### config.mk
export PLATFORM = sky130hd
export DESIGN_NAME = stream_substring_replace
export DESIGN_NICKNAME = d
export VERILOG_FILES = /design/src/rtl/ssr_pkg.sv /design/src/rtl/stream_substring_replace.sv
export SDC_FILE = /design/constraint.sdc
export NUM_CORES = 1
export LEC_CHECK = 0
export ABC_AREA = 1
export BUFFER_PORTS_ARGS = -buffer_cell sky130_fd_sc_hd__buf_4
export CELL_PAD_IN_SITES_DETAIL_PLACEMENT = 0
export CELL_PAD_IN_SITES_GLOBAL_PLACEMENT = 1
export CORE_ASPECT_RATIO = 1.75
export CORE_UTILIZATION = 49
export CTS_CLUSTER_DIAMETER = 50
export DETAILED_ROUTE_END_ITERATION = 12
export PLACE_DENSITY = 0.95
export REMOVE_ABC_BUFFERS = 1
export SLEW_MARGIN = 20
export SYNTH_ARGS = -nofsm -noshare
export SYNTH_HDL_FRONTEND = slang
export SYNTH_SLANG_ARGS = --single-unit
### constraint.sdc
create_clock -name clk -period 6.82 [get_ports clk]
set_input_delay 1.023 -clock clk [delete_from_list [all_inputs] [get_ports clk]]
set_output_delay 1.023 -clock clk [all_outputs]
set_load 0.02 [all_outputs]
### src/rtl/ssr_pkg.sv
// ----------------------------------------------------------------------------
// ssr_pkg
// types and register codes of the streaming substring replace block
// ----------------------------------------------------------------------------
package ssr_pkg;

  localparam int CFG_IDX_W  = 3;
  localparam int CFG_DATA_W = 64;

  localparam logic [CFG_IDX_W-1:0] CFG_PATTERN_LENGTH     = 3'd0;
  localparam logic [CFG_IDX_W-1:0] CFG_PATTERN_BYTES      = 3'd1;
  localparam logic [CFG_IDX_W-1:0] CFG_REPLACEMENT_LENGTH = 3'd2;
  localparam logic [CFG_IDX_W-1:0] CFG_REPLACEMENT_BYTES  = 3'd3;

  typedef struct packed {
    logic [7:0] data_byte;
    logic       byte_present;
    logic       end_of_line;
  } in_item_t;

  typedef struct packed {
    logic [7:0] out_byte;
    logic       out_has_byte;
    logic       out_line_end;
    logic       run_last;
  } out_item_t;

endpackage

### src/rtl/stream_substring_replace.sv
// ----------------------------------------------------------------------------
// stream_substring_replace
// byte stream find and replace with per-line window flush
// ----------------------------------------------------------------------------
// Each accepted input transaction is held in an input register; one pass of
// combinational logic compares the window plus the new byte against the
// pattern, updates the window and loads the complete list of results for
// that transaction (up to max(MAX_PATTERN, MAX_REPLACEMENT) + 1 entries) into
// a result shift register whose head drives the output port. A transaction
// that causes zero or one result streams at one per cycle while the output
// is not stalled; a transaction that causes N results occupies the result
// shift register until all N are taken and holds off the next item until
// its last result is taken. There is no clearing pass after reset.
// Configuration writes are always taken (cfg_ready is high) and must only
// arrive while the block is idle; writing the pattern length discards the window contents.
module stream_substring_replace #(
  parameter int MAX_PATTERN     = 8,
  parameter int MAX_REPLACEMENT = 8
) (
  input  logic                         clk,
  input  logic                         rst_n,
  // input stream
  input  logic                         in_valid,
  output logic                         in_stall,
  input  ssr_pkg::in_item_t            in_data,
  // result stream
  output logic                         out_valid,
  input  logic                         out_stall,
  output ssr_pkg::out_item_t           out_data,
  // configuration writes
  input  logic                         cfg_valid,
  output logic                         cfg_ready,
  input  logic [ssr_pkg::CFG_IDX_W-1:0]  cfg_index,
  input  logic [ssr_pkg::CFG_DATA_W-1:0] cfg_data
);
  import ssr_pkg::*;

  localparam int WIN_CNT_W = $clog2(MAX_PATTERN + 1);
  localparam int REP_CNT_W = $clog2(MAX_REPLACEMENT + 1);
  localparam int RUN_DEPTH = ((MAX_PATTERN > MAX_REPLACEMENT) ? MAX_PATTERN
                                                               : MAX_REPLACEMENT) + 1;
  localparam int RUN_CNT_W = $clog2(RUN_DEPTH + 1);

  // configuration registers
  logic [3:0]            pattern_length_r;
  logic [CFG_DATA_W-1:0] pattern_bytes_r;
  logic [3:0]            replacement_length_r;
  logic [CFG_DATA_W-1:0] replacement_bytes_r;

  // input register
  logic     in_valid_r;
  in_item_t in_r;

  // window of undecided bytes (contents undefined until written)
  logic [7:0]           window_r [MAX_PATTERN];
  logic [WIN_CNT_W-1:0] win_cnt_r;
  logic [WIN_CNT_W-1:0] win_cnt_nxt;

  // result shift register, head entry drives the output
  out_item_t            run_r [RUN_DEPTH];
  logic [RUN_CNT_W-1:0] run_cnt_r;
  out_item_t            run_nxt [RUN_DEPTH];
  logic [RUN_CNT_W-1:0] run_len;

  // datapath signals
  logic [WIN_CNT_W-1:0] plen_eff;
  logic [REP_CNT_W-1:0] rlen_eff;
  logic [7:0]           wb_ext [MAX_PATTERN];
  logic                 append;
  logic [WIN_CNT_W-1:0] ext_cnt;
  logic                 all_eq;
  logic                 decide;
  logic                 matched;
  logic                 shift_out;
  logic [RUN_CNT_W-1:0] n_bytes;

  // handshake
  logic out_take;
  logic run_free;
  logic load;
  logic in_take;
  logic cfg_take;

  assign cfg_ready = 1'b1;
  assign cfg_take  = cfg_valid & cfg_ready;

  assign out_valid = (run_cnt_r != '0);
  assign out_data  = run_r[0];
  assign out_take  = out_valid & ~out_stall;

  // result register can take a new run when empty or draining its last entry
  assign run_free = (run_cnt_r == '0) ||
                    ((run_cnt_r == RUN_CNT_W'(1)) && out_take);
  assign load     = in_valid_r & run_free;
  assign in_stall = in_valid_r & ~run_free;
  assign in_take  = in_valid & ~in_stall;

  // effective lengths: zero pattern length acts as one, both saturate
  always_comb begin
    if (pattern_length_r == 4'd0) begin
      plen_eff = WIN_CNT_W'(1);
    end else if (pattern_length_r > 4'(MAX_PATTERN)) begin
      plen_eff = WIN_CNT_W'(MAX_PATTERN);
    end else begin
      plen_eff = WIN_CNT_W'(pattern_length_r);
    end
    if (replacement_length_r > 4'(MAX_REPLACEMENT)) begin
      rlen_eff = REP_CNT_W'(MAX_REPLACEMENT);
    end else begin
      rlen_eff = REP_CNT_W'(replacement_length_r);
    end
  end

  // window with the incoming byte placed behind the held ones
  assign append  = in_r.byte_present && (win_cnt_r < WIN_CNT_W'(MAX_PATTERN));
  assign ext_cnt = win_cnt_r + WIN_CNT_W'(append);

  always_comb begin
    for (int i = 0; i < MAX_PATTERN; i++) begin
      wb_ext[i] = (append && (win_cnt_r == WIN_CNT_W'(i))) ? in_r.data_byte
                                                           : window_r[i];
    end
  end

  // compare the first plen window bytes with the pattern
  always_comb begin
    all_eq = 1'b1;
    for (int i = 0; i < MAX_PATTERN; i++) begin
      if ((WIN_CNT_W'(i) < plen_eff) && (wb_ext[i] != pattern_bytes_r[8*i +: 8])) begin
        all_eq = 1'b0;
      end
    end
  end

  assign decide    = in_r.byte_present && (ext_cnt >= plen_eff);
  assign matched   = decide & all_eq;
  assign shift_out = decide & ~all_eq;

  // byte results ahead of the optional line-end marker
  always_comb begin
    priority if (matched) begin
      n_bytes = RUN_CNT_W'(rlen_eff);
    end else if (in_r.end_of_line) begin
      n_bytes = RUN_CNT_W'(ext_cnt);
    end else if (shift_out) begin
      n_bytes = RUN_CNT_W'(1);
    end else begin
      n_bytes = '0;
    end
  end

  assign run_len = n_bytes + RUN_CNT_W'(in_r.end_of_line);

  // build the full result list of this transaction
  always_comb begin
    for (int k = 0; k < RUN_DEPTH; k++) begin
      run_nxt[k] = '0;
      if (RUN_CNT_W'(k) < n_bytes) begin
        run_nxt[k].out_has_byte = 1'b1;
        if (matched) begin
          if (k < MAX_REPLACEMENT) begin
            run_nxt[k].out_byte = replacement_bytes_r[8*k +: 8];
          end
        end else if (k < MAX_PATTERN) begin
          // no match: bytes leave in window order
          run_nxt[k].out_byte = wb_ext[k];
        end
      end else if (in_r.end_of_line && (RUN_CNT_W'(k) == n_bytes)) begin
        run_nxt[k].out_line_end = 1'b1;
      end
      run_nxt[k].run_last = (RUN_CNT_W'(k + 1) == run_len);
    end
  end

  // window count after this transaction
  always_comb begin
    priority if (in_r.end_of_line || matched) begin
      win_cnt_nxt = '0;
    end else if (shift_out) begin
      win_cnt_nxt = ext_cnt - WIN_CNT_W'(1);
    end else begin
      win_cnt_nxt = ext_cnt;
    end
  end

  // control registers
  always_ff @(posedge clk) begin
    if (!rst_n) begin
      pattern_length_r     <= 4'd1;
      pattern_bytes_r      <= '0;
      replacement_length_r <= 4'd0;
      replacement_bytes_r  <= '0;
      in_valid_r           <= 1'b0;
      win_cnt_r            <= '0;
      run_cnt_r            <= '0;
    end else begin
      if (!in_stall) begin
        in_valid_r <= in_valid;
      end
      if (load) begin
        run_cnt_r <= run_len;
      end else if (out_take) begin
        run_cnt_r <= run_cnt_r - RUN_CNT_W'(1);
      end
      // a pattern length write discards the window
      if (cfg_take && (cfg_index == CFG_PATTERN_LENGTH)) begin
        win_cnt_r <= '0;
      end else if (load) begin
        win_cnt_r <= win_cnt_nxt;
      end
      if (cfg_take) begin
        unique case (cfg_index)
          CFG_PATTERN_LENGTH:     pattern_length_r     <= cfg_data[3:0];
          CFG_PATTERN_BYTES:      pattern_bytes_r      <= cfg_data;
          CFG_REPLACEMENT_LENGTH: replacement_length_r <= cfg_data[3:0];
          CFG_REPLACEMENT_BYTES:  replacement_bytes_r  <= cfg_data;
          default: ;
        endcase
      end
    end
  end

  // payload registers
  always_ff @(posedge clk) begin
    if (in_take) begin
      in_r <= in_data;
    end
    if (load) begin
      for (int i = 0; i < MAX_PATTERN; i++) begin
        if (shift_out && (i < MAX_PATTERN - 1)) begin
          window_r[i] <= wb_ext[(i + 1) % MAX_PATTERN];
        end else begin
          window_r[i] <= wb_ext[i];
        end
      end
      run_r <= run_nxt;
    end else if (out_take) begin
      for (int k = 0; k < RUN_DEPTH - 1; k++) begin
        run_r[k] <= run_r[k + 1];
      end
    end
  end

endmodule

==> results of run 1 <==
worst paths after layout:
kind                                                              to  slack, ps  cells after the start
worst min-delay path            replacement_length_r[1]$_SDFFE_PN0P_        470                      2
worst min register to register  replacement_length_r[1]$_SDFFE_PN0P_        470                      2
worst max register to register                   run_r[66]$_DFFE_PP_       1650                     22
worst max-delay path                             run_r[66]$_DFFE_PP_       1650                     22
cells in the mapped netlist (2+ instances only):
library cell	count	area (sq um)
nor2_1	217	815
dfxtp_1	145	2900
edfxtp_1	165	4950
nor3_1	7	35.0
ha_1	11	138
o21ai_0	303	1520
o211ai_1	2	15.0
clkbuf_1	70	263
buf_2	17	85.1
nand2_2	11	68.8
clkinv_1	3	11.3
o21ai_1	22	110
nor2_4	6	67.6
inv_2	9	33.8
nand3_1	106	531
nor2_2	4	25.0
inv_1	176	661
xor2_1	5	43.8
nand4_1	8	50.1
nand3_2	3	30.0
nand3b_1	17	128
a21oi_1	68	340
buf_4	14	105
xnor2_1	5	43.8
o31ai_1	3	22.5
nand2_1	603	2260
power by group through the flow:
stage | Clock [uW] | Combinational (uW) | Sequential [uW]
2_1_floorplan | 0 | 1150 | 2890
3_3_place_gp | 0 | 1760 | 2870
3_5_place_dp | 0 | 1800 | 2880
4_1_cts | 1760 | 1810 | 2840
5_1_grt | 1830 | 2020 | 2880
6_report | 1750 | 1800 | 2840
registers in the layout, summed over array words and instances (netlist names):
name	cells
in_r	10
in_valid_r	1
out_data	11
pattern_bytes_r	64
pattern_length_r	4
replacement_bytes_r	64
replacement_length_r	4
run_cnt_r	4
run_r	80
win_cnt_r	4
window_r	64
placed cells by master (no fill, tap or decap), types with 12 or more instances in the layout:
cell type / instances
o21ai_1: 22
clkbuf_16: 34
nand3_1: 106
nand2_1: 601
edfxtp_1: 165
a21oi_1: 68
dfxtp_1: 145
nand3b_1: 17
o21ai_0: 303
inv_1: 175
buf_4: 107
nand2_2: 12
nor2_1: 215
stage by stage:
step | hold slack [ps] | cell area, sq um | power, uW | utilization, %
floorplan | 430 | 14900 | 4040 | -
global placement | 455 | 16200 | 4630 | 52.7
detailed placement | 457 | 16200 | 4680 | 52.7
CTS | 467 | 17300 | 6410 | 56.1
global route | 488 | 17300 | 6720 | 56.1
finish | 466 | 17300 | 6390 | 56.1
cell type report:
| class | count | area [sq um] | area share (%) |
|---|---|---|---|
| Tap cell | 391 | 489 | 2.84 |
| Sequential cell | 310 | 7860 | 45.5 |
| Timing Repair Buffer | 107 | 803 | 4.66 |
| Multi-Input combinational cell | 1409 | 6350 | 36.8 |
| Clock inverter | 10 | 83.8 | 0.486 |
| Inverter | 189 | 713 | 4.13 |
| Clock buffer | 46 | 956 | 5.54 |
logic make-up (layout without fill, tap and decap cells):
| logic type | count (synthesis) | in the layout | synth area share (%) |
|---|---|---|---|
| AO/OA/AOI/OAI | 402 | 402 | 13.3 |
| XOR/XNOR | 11 | 11 | 0.677 |
| adder cells (fa/ha/maj) | 11 | 11 | 0.897 |
| buffers and inverters | 291 | 352 | 7.62 |
| flip-flops | 310 | 310 | 51.2 |
| other | 1 | 1 | 0.0244 |
| AND/OR/NAND/NOR | 984 | 984 | 26.3 |
metal layers:
layer / vias to the layer above / track usage [%] / wire length [microns]
li1: 6610 / - / -
met1: 6317 / 31.0 / 16600
met2: 454 / 53.0 / 23800
met3: 132 / 2.54 / 2280
met4: 0 / 17.7 / 2810
met5: - / 0 / 0
worst register-to-register path, delay by kind of cell, from the launching register on:
kind            cells  cell delay, ps
simple gates       13            2500
compound gates      2             410
xor+xnor            1             330
flops               1             560
buf+inv             4             650
fa+ha+maj           2             480
==> results.sh, run 1 <==
export IMPL_vias_per_cell=5.49
export IMPL_stdcell_count=2462
export IMPL_slowest_delay_ps=760
export IMPL_die_w_microns=136
export IMPL_cts_buffers=30
export IMPL_hold_viol=0
export IMPL_post_route_min_period_ps=5170
export IMPL_fmax_mhz=193
export IMPL_cts_tree="done"
export IMPL_die_h_microns=236
export IMPL_synth_cell_type_count=36
export IMPL_routed_wl_microns=45400
export IMPL_arrival_ps=5500
export IMPL_htree_levels=1
export IMPL_cts_sinks=310
export IMPL_clockBufferDepth=3
export IMPL_hold_buffers=0
export IMPL_setup_tns_ps=0
export IMPL_initialDrtViolationCount=972
export IMPL_min_path_type="reg -> reg"
export IMPL_combPwrFrac_pct=28.1
export IMPL_fp_dieArea_sq_um=32100
export IMPL_wl_per_cell_microns=18.4
export IMPL_crit_start="win_cnt_r[2]$_SDFFE_PP0P_"
export IMPL_drc=0
export IMPL_crit_fanout=27
export IMPL_cts_resized=0
export IMPL_clock_latency_ps=580
export IMPL_internal_power_uw=4200
export IMPL_nets=2140
export IMPL_status="finished, final reports clean"
export IMPL_core_sq_um=30700
export IMPL_synth_edff_count=165
export IMPL_rsz0062_at_grt="no"
export IMPL_grt_overflow=0
export IMPL_drive_above_1_share_pct=9.80
export IMPL_worst_path_buf_inv=4
export IMPL_num_io_pins=96
export IMPL_vias=13500
export IMPL_maxCapViolations=0
export IMPL_critical_path_class="reg -> reg"
export IMPL_layout_setup_ws_ps=1650
export IMPL_cp_required_ps=7150
export IMPL_synth_area_sq_um=15300
export IMPL_critPathSlowestCell="nor2_1"
export IMPL_crit_path_frequent_cell="nand2_1"
export IMPL_crit_chain="nand3_2, nor2_1, o21ai_1, inv_1, nand2_1, nand2_1, nand2_1, nor2_1, nand2_1, nand2_1, nand2_1, inv_1, nand4_1, buf_4, o211ai_1, nand2_2, ha_1, ha_1, xor2_2, inv_2, nand3_1, nand2_1"
export IMPL_clk_pin_slew_ps=70
export IMPL_vdd_drop_max_mv=0.361
export IMPL_fill_cells=2918
export IMPL_first_global_vias=13200
export IMPL_place_worst_setup_slack_ps=1750
export IMPL_endpoint_kind="register"
export IMPL_avgSynthCellArea_sq_um=7.63
export IMPL_initial_utilization_pct=49.9
export IMPL_switching_power_uw=2190
export IMPL_drt_pass1_iter_count=7
export IMPL_place_gp_congestion=0.898
export IMPL_ys_seq_area_share_pct=51.2
export IMPL_power_density_nw_per_um2=370
export IMPL_finalSetupViolCount=0
export IMPL_synthArstFlopShare_pct=0
export IMPL_clock_root_buffer="clkbuf_16"
export IMPL_tightest_slew_ps=961
export IMPL_placement_rows=85
export IMPL_r2r_start="win_cnt_r[2]$_SDFFE_PP0P_"
export IMPL_num_antenna_cells=0
export IMPL_hp_start="replacement_length_r[1]$_SDFFE_PN0P_"
export IMPL_sequentialPowerShare_pct=44.5
export IMPL_synth_cells=2010
export IMPL_dp_cells=2406
export IMPL_grt_max_degree=85
export IMPL_critPathTopFamily="simple AND/OR/NAND/NOR gates"
export IMPL_synthFlopType="edfxtp_1"
export IMPL_area_delta_synth_final_pct=12.4
export IMPL_max_slew_margin_pct=35.6
export IMPL_grt_antenna_before_repair=0
export IMPL_track_usage_pct=28.8
export IMPL_skew_ps=16.7
export IMPL_port_buffers=94
export IMPL_cp_start_kind="register"
export IMPL_p_clk_share_pct=27.4
export IMPL_ys_seq_elements=310
export IMPL_drv_slew=0
export IMPL_grt_pass1_wl_microns=69900
export IMPL_dp_final_hpwl_microns=31400
export IMPL_p_sw_share_pct=34.2
export IMPL_leakagePower_uw=0.00773
export IMPL_post_cts_buffers=0
export IMPL_finalCritPeriodShare_pct=75.9
export IMPL_yosysWarnings=0
export IMPL_ant_nets=0
(Power assumes the default switching activity.)
==> run 2, diff against run 1 <==
- ABC_AREA: 1 -> 0
- CORE_UTILIZATION: 49 -> 43
- PLACE_DENSITY: 0.95 -> 0.86
- clock period: 6.82 -> 4.5 ns (I/O delays scaled with it)
==> results.sh, run 2 <==
export IMPL_mostFrequentLayoutCell="nand2_1"
export IMPL_min_path_type="in -> reg"
export IMPL_grt_pass1_wl_microns=74700
export IMPL_combPwrFrac_pct=32.3
export IMPL_p_sw_share_pct=33.5
export IMPL_grt_overflow=0
export IMPL_dp_final_hpwl_microns=34900
export IMPL_wl_per_cell_microns=20.7
export IMPL_skew_ps=14.3
export IMPL_worst_path_buf_inv=2
export IMPL_first_global_vias=13100
export IMPL_r2r_end="run_r[11]$_DFFE_PP_"
export IMPL_r2r_start="in_r[1]$_DFFE_PP_"
export IMPL_placed_area_sq_um=17900
export IMPL_slowest_delay_ps=550
export IMPL_port_buffers=94
export IMPL_synth_area_sq_um=15900
export IMPL_drive_above_1_share_pct=20.8
export IMPL_hold_viol=0
export IMPL_grt_max_degree=88
export IMPL_synth_cell_type_count=78
export IMPL_area_delta_synth_final_pct=21.4
export IMPL_clock_root_buffer="clkbuf_16"
export IMPL_crit_start="in_r[1]$_DFFE_PP_"
export IMPL_hold_buffers=0
export IMPL_synth_cells=1672
export IMPL_dp_cells=2268
export IMPL_placement_rows=92
export IMPL_synthFlopType="edfxtp_1"
export IMPL_synthMuxAreaShare_pct=6.54
export IMPL_drt_pass1_iter_count=5
export IMPL_cts_buffers=35
export IMPL_sequentialPowerShare_pct=40.5
export IMPL_arrival_ps=4840
export IMPL_internal_power_uw=7080
export IMPL_grt_antenna_before_repair=0
export IMPL_htree_levels=2
export IMPL_drv_slew=0
export IMPL_cp_start_kind="register"
export IMPL_synth_simple_area_share_pct=18.3
export IMPL_synth_edff_count=165
export IMPL_power_uw=10600
export IMPL_synth_compound_area_share_pct=17.6
export IMPL_ys_seq_area_share_pct=49.4
export IMPL_critPathSlowestCell="or4_4"
export IMPL_synth_top_cell_by_area="edfxtp_1"
export IMPL_crit_chain="buf_6, and3_4, a21oi_2, a21oi_2, a2111oi_2, nor4b_2, or4b_4, o2bb2ai_4, or4_4, mux2_4, ha_4, buf_6, nand3_4, xnor2_4, or3_1, o311ai_1, nand2_1, o41ai_2"
export IMPL_regMostFlops="run_r"
export IMPL_fmax_mhz=223
export IMPL_maxCapViolations=0
export IMPL_fin_util_pct=53.3
export IMPL_synth_top_family_by_area="simple AND/OR/NAND/NOR gates"
export IMPL_drc=0
export IMPL_cts_tree="done"
export IMPL_fp_dieArea_sq_um=37800
export IMPL_leakagePower_uw=0.00774
export IMPL_status="finished, final reports clean"
export IMPL_core_sq_um=36300
export IMPL_vdd_drop_max_mv=0.295
export IMPL_r2r_setup_slack_ps=20
export IMPL_critical_path_class="reg -> reg"
export IMPL_endpoint_kind="register"
export IMPL_initialDrtViolationCount=759
export IMPL_most_common_layout_cells="365 x nand2_1, 243 x buf_4, 165 x edfxtp_1"
export IMPL_power_density_nw_per_um2=551
export IMPL_avgSynthCellArea_sq_um=9.51
export IMPL_stdcell_count=2336
export IMPL_ff2ff_path_depth=18
export IMPL_yosys_top_cells_area="edfxtp_1 31%, dfxtp_1 18%, nand2_1 8.7%"
export IMPL_num_io_pins=96
export IMPL_vias=13000
export IMPL_ant_nets=0
export IMPL_rsz0062_at_grt="yes"
export IMPL_synth_top_cell_area_share_pct=31.1
export IMPL_cts_sinks=310
export IMPL_setup_tns_ps=0
export IMPL_p_clk_share_pct=27.2
export IMPL_post_route_min_period_ps=4480
export IMPL_finalSetupViolCount=0
export IMPL_yosysMostFrequentCell="nand2_1"
export IMPL_finalCritPeriodShare_pct=99.5
export IMPL_path_depth=18
export IMPL_clock_latency_ps=530
export IMPL_crit_path_end="run_r[11]$_DFFE_PP_"
export IMPL_clk_pin_slew_ps=70
export IMPL_die_h_microns=256
export IMPL_track_usage_pct=25.8
export IMPL_synth_xor_area_share_pct=2.31
export IMPL_ys_seq_elements=310
export IMPL_clockBufferDepth=3
export IMPL_crit_fanout=5
export IMPL_max_slew_margin_pct=30.1
export IMPL_switching_power_uw=3570
export IMPL_vias_per_cell=5.56
export IMPL_num_antenna_cells=0
export IMPL_place_gp_congestion=0.921
export IMPL_die_w_microns=147
export IMPL_hp_start="in_data[8]"
export IMPL_routed_wl_microns=48300
export IMPL_critPathTopFamily="simple AND/OR/NAND/NOR gates"
export IMPL_synthArstFlopShare_pct=0
export IMPL_tightest_slew_ps=1050
export IMPL_fin_area_sq_um=19300
export IMPL_nets=1933
export IMPL_largest_register_ffs=80
export IMPL_initial_utilization_pct=43.9
export IMPL_synth_fa_ha_area_share_pct=0.865
export IMPL_synth_commonest_cells="368 x nand2_1, 165 x edfxtp_1, 145 x dfxtp_1, 129 x a21boi_0, 100 x nor2_1"
export IMPL_cp_required_ps=4860
export IMPL_yosysWarnings=0
[run 2: changes by cell type in the layout (fill, tap and decap cells not counted), sizes merged, moves of 53 or more]
cell,before,now
o21ai,327,35
nand2,615,369
buf,107,251
a21boi,0,129
nor2,227,103
inv,189,67
mux2i,0,99
nand3,109,24
and2,0,53
[run 2: what timing repair did]
action	in CTS	in global routing
resized for setup	27	39
endpoints found under the setup margin	12	23
buffers inserted	4	1
gates cloned	0	0
pin swaps	9	7
[run 2: worst min path at each step]
stage	endpoint	slack [ps]	cells after the start
finish	in_r[8]$_DFFE_PP_	320	1
floorplan	replacement_bytes_r[41]$_SDFFE_PN0P_	440	2
global placement	replacement_bytes_r[10]$_SDFFE_PN0P_	450	2
CTS	in_r[3]$_DFFE_PP_	300	1
detailed placement	replacement_bytes_r[53]$_SDFFE_PN0P_	460	2
global route	in_r[6]$_DFFE_PP_	300	1
[run 2: logic make-up after synthesis]
kind of cell,count (synthesis)
AO/OA/AOI/OAI,382
other,1
buffers and inverters,183
XOR/XNOR,42
flip-flops,310
adder cells (fa/ha/maj),11
multiplexers,103
AND/OR/NAND/NOR,640
[run 2: routing by layer]
metal | global-route usage [%] | vias to the layer above | part of all wire [%]
met4 | 12.9 | 0 | 5.3
met1 | 29.4 | 6282 | 38
met2 | 46.9 | 376 | 52
met3 | 2.97 | 128 | 4.0
li1 | - | 6211 | -
met5 | 0 | - | 0
[run 2: cell type report]
type	instances	area, sq um
well taps	470	588
repair buffers	251	1960
multi-input cells	1179	7510
flip-flops and latches	310	7860
clock inverters	19	174
inverters	63	236
clock buffers	44	985
fillers	3327	16900
[run 2: worst register-to-register path: stages (launching register included)]
cell and delay (ps):
edfxtp_1 420, buf_6 150, and3_4 200, a21oi_2 150, a21oi_2 60, a2111oi_2 300, nor4b_2 270, or4b_4 510
o2bb2ai_4 140, or4_4 550, mux2_4 330, ha_4 160, buf_6 110, nand3_4 100, xnor2_4 100, or3_1 320
o311ai_1 90, nand2_1 140, o41ai_2 200
[run 2: power by group through the flow]
stage	clock network, uW	logic [uW]	registers (uW)
6_report	2900	3440	4320
5_1_grt	3030	3740	4370
4_1_cts	2940	3400	4310
3_5_place_dp	0	3360	4360
3_3_place_gp	0	3300	4350
2_1_floorplan	0	1920	4370
[run 2: through the flow]
| stage | worst slack, ps | hold WS (ps) |
|---|---|---|
| 2_1_floorplan | -3220 | 440 |
| 3_3_place_gp | -151 | 452 |
| 3_5_place_dp | -340 | 458 |
| 4_1_cts | 3.93 | 300 |
| 5_1_grt | -160 | 304 |
| 6_report | 20.4 | 323 |
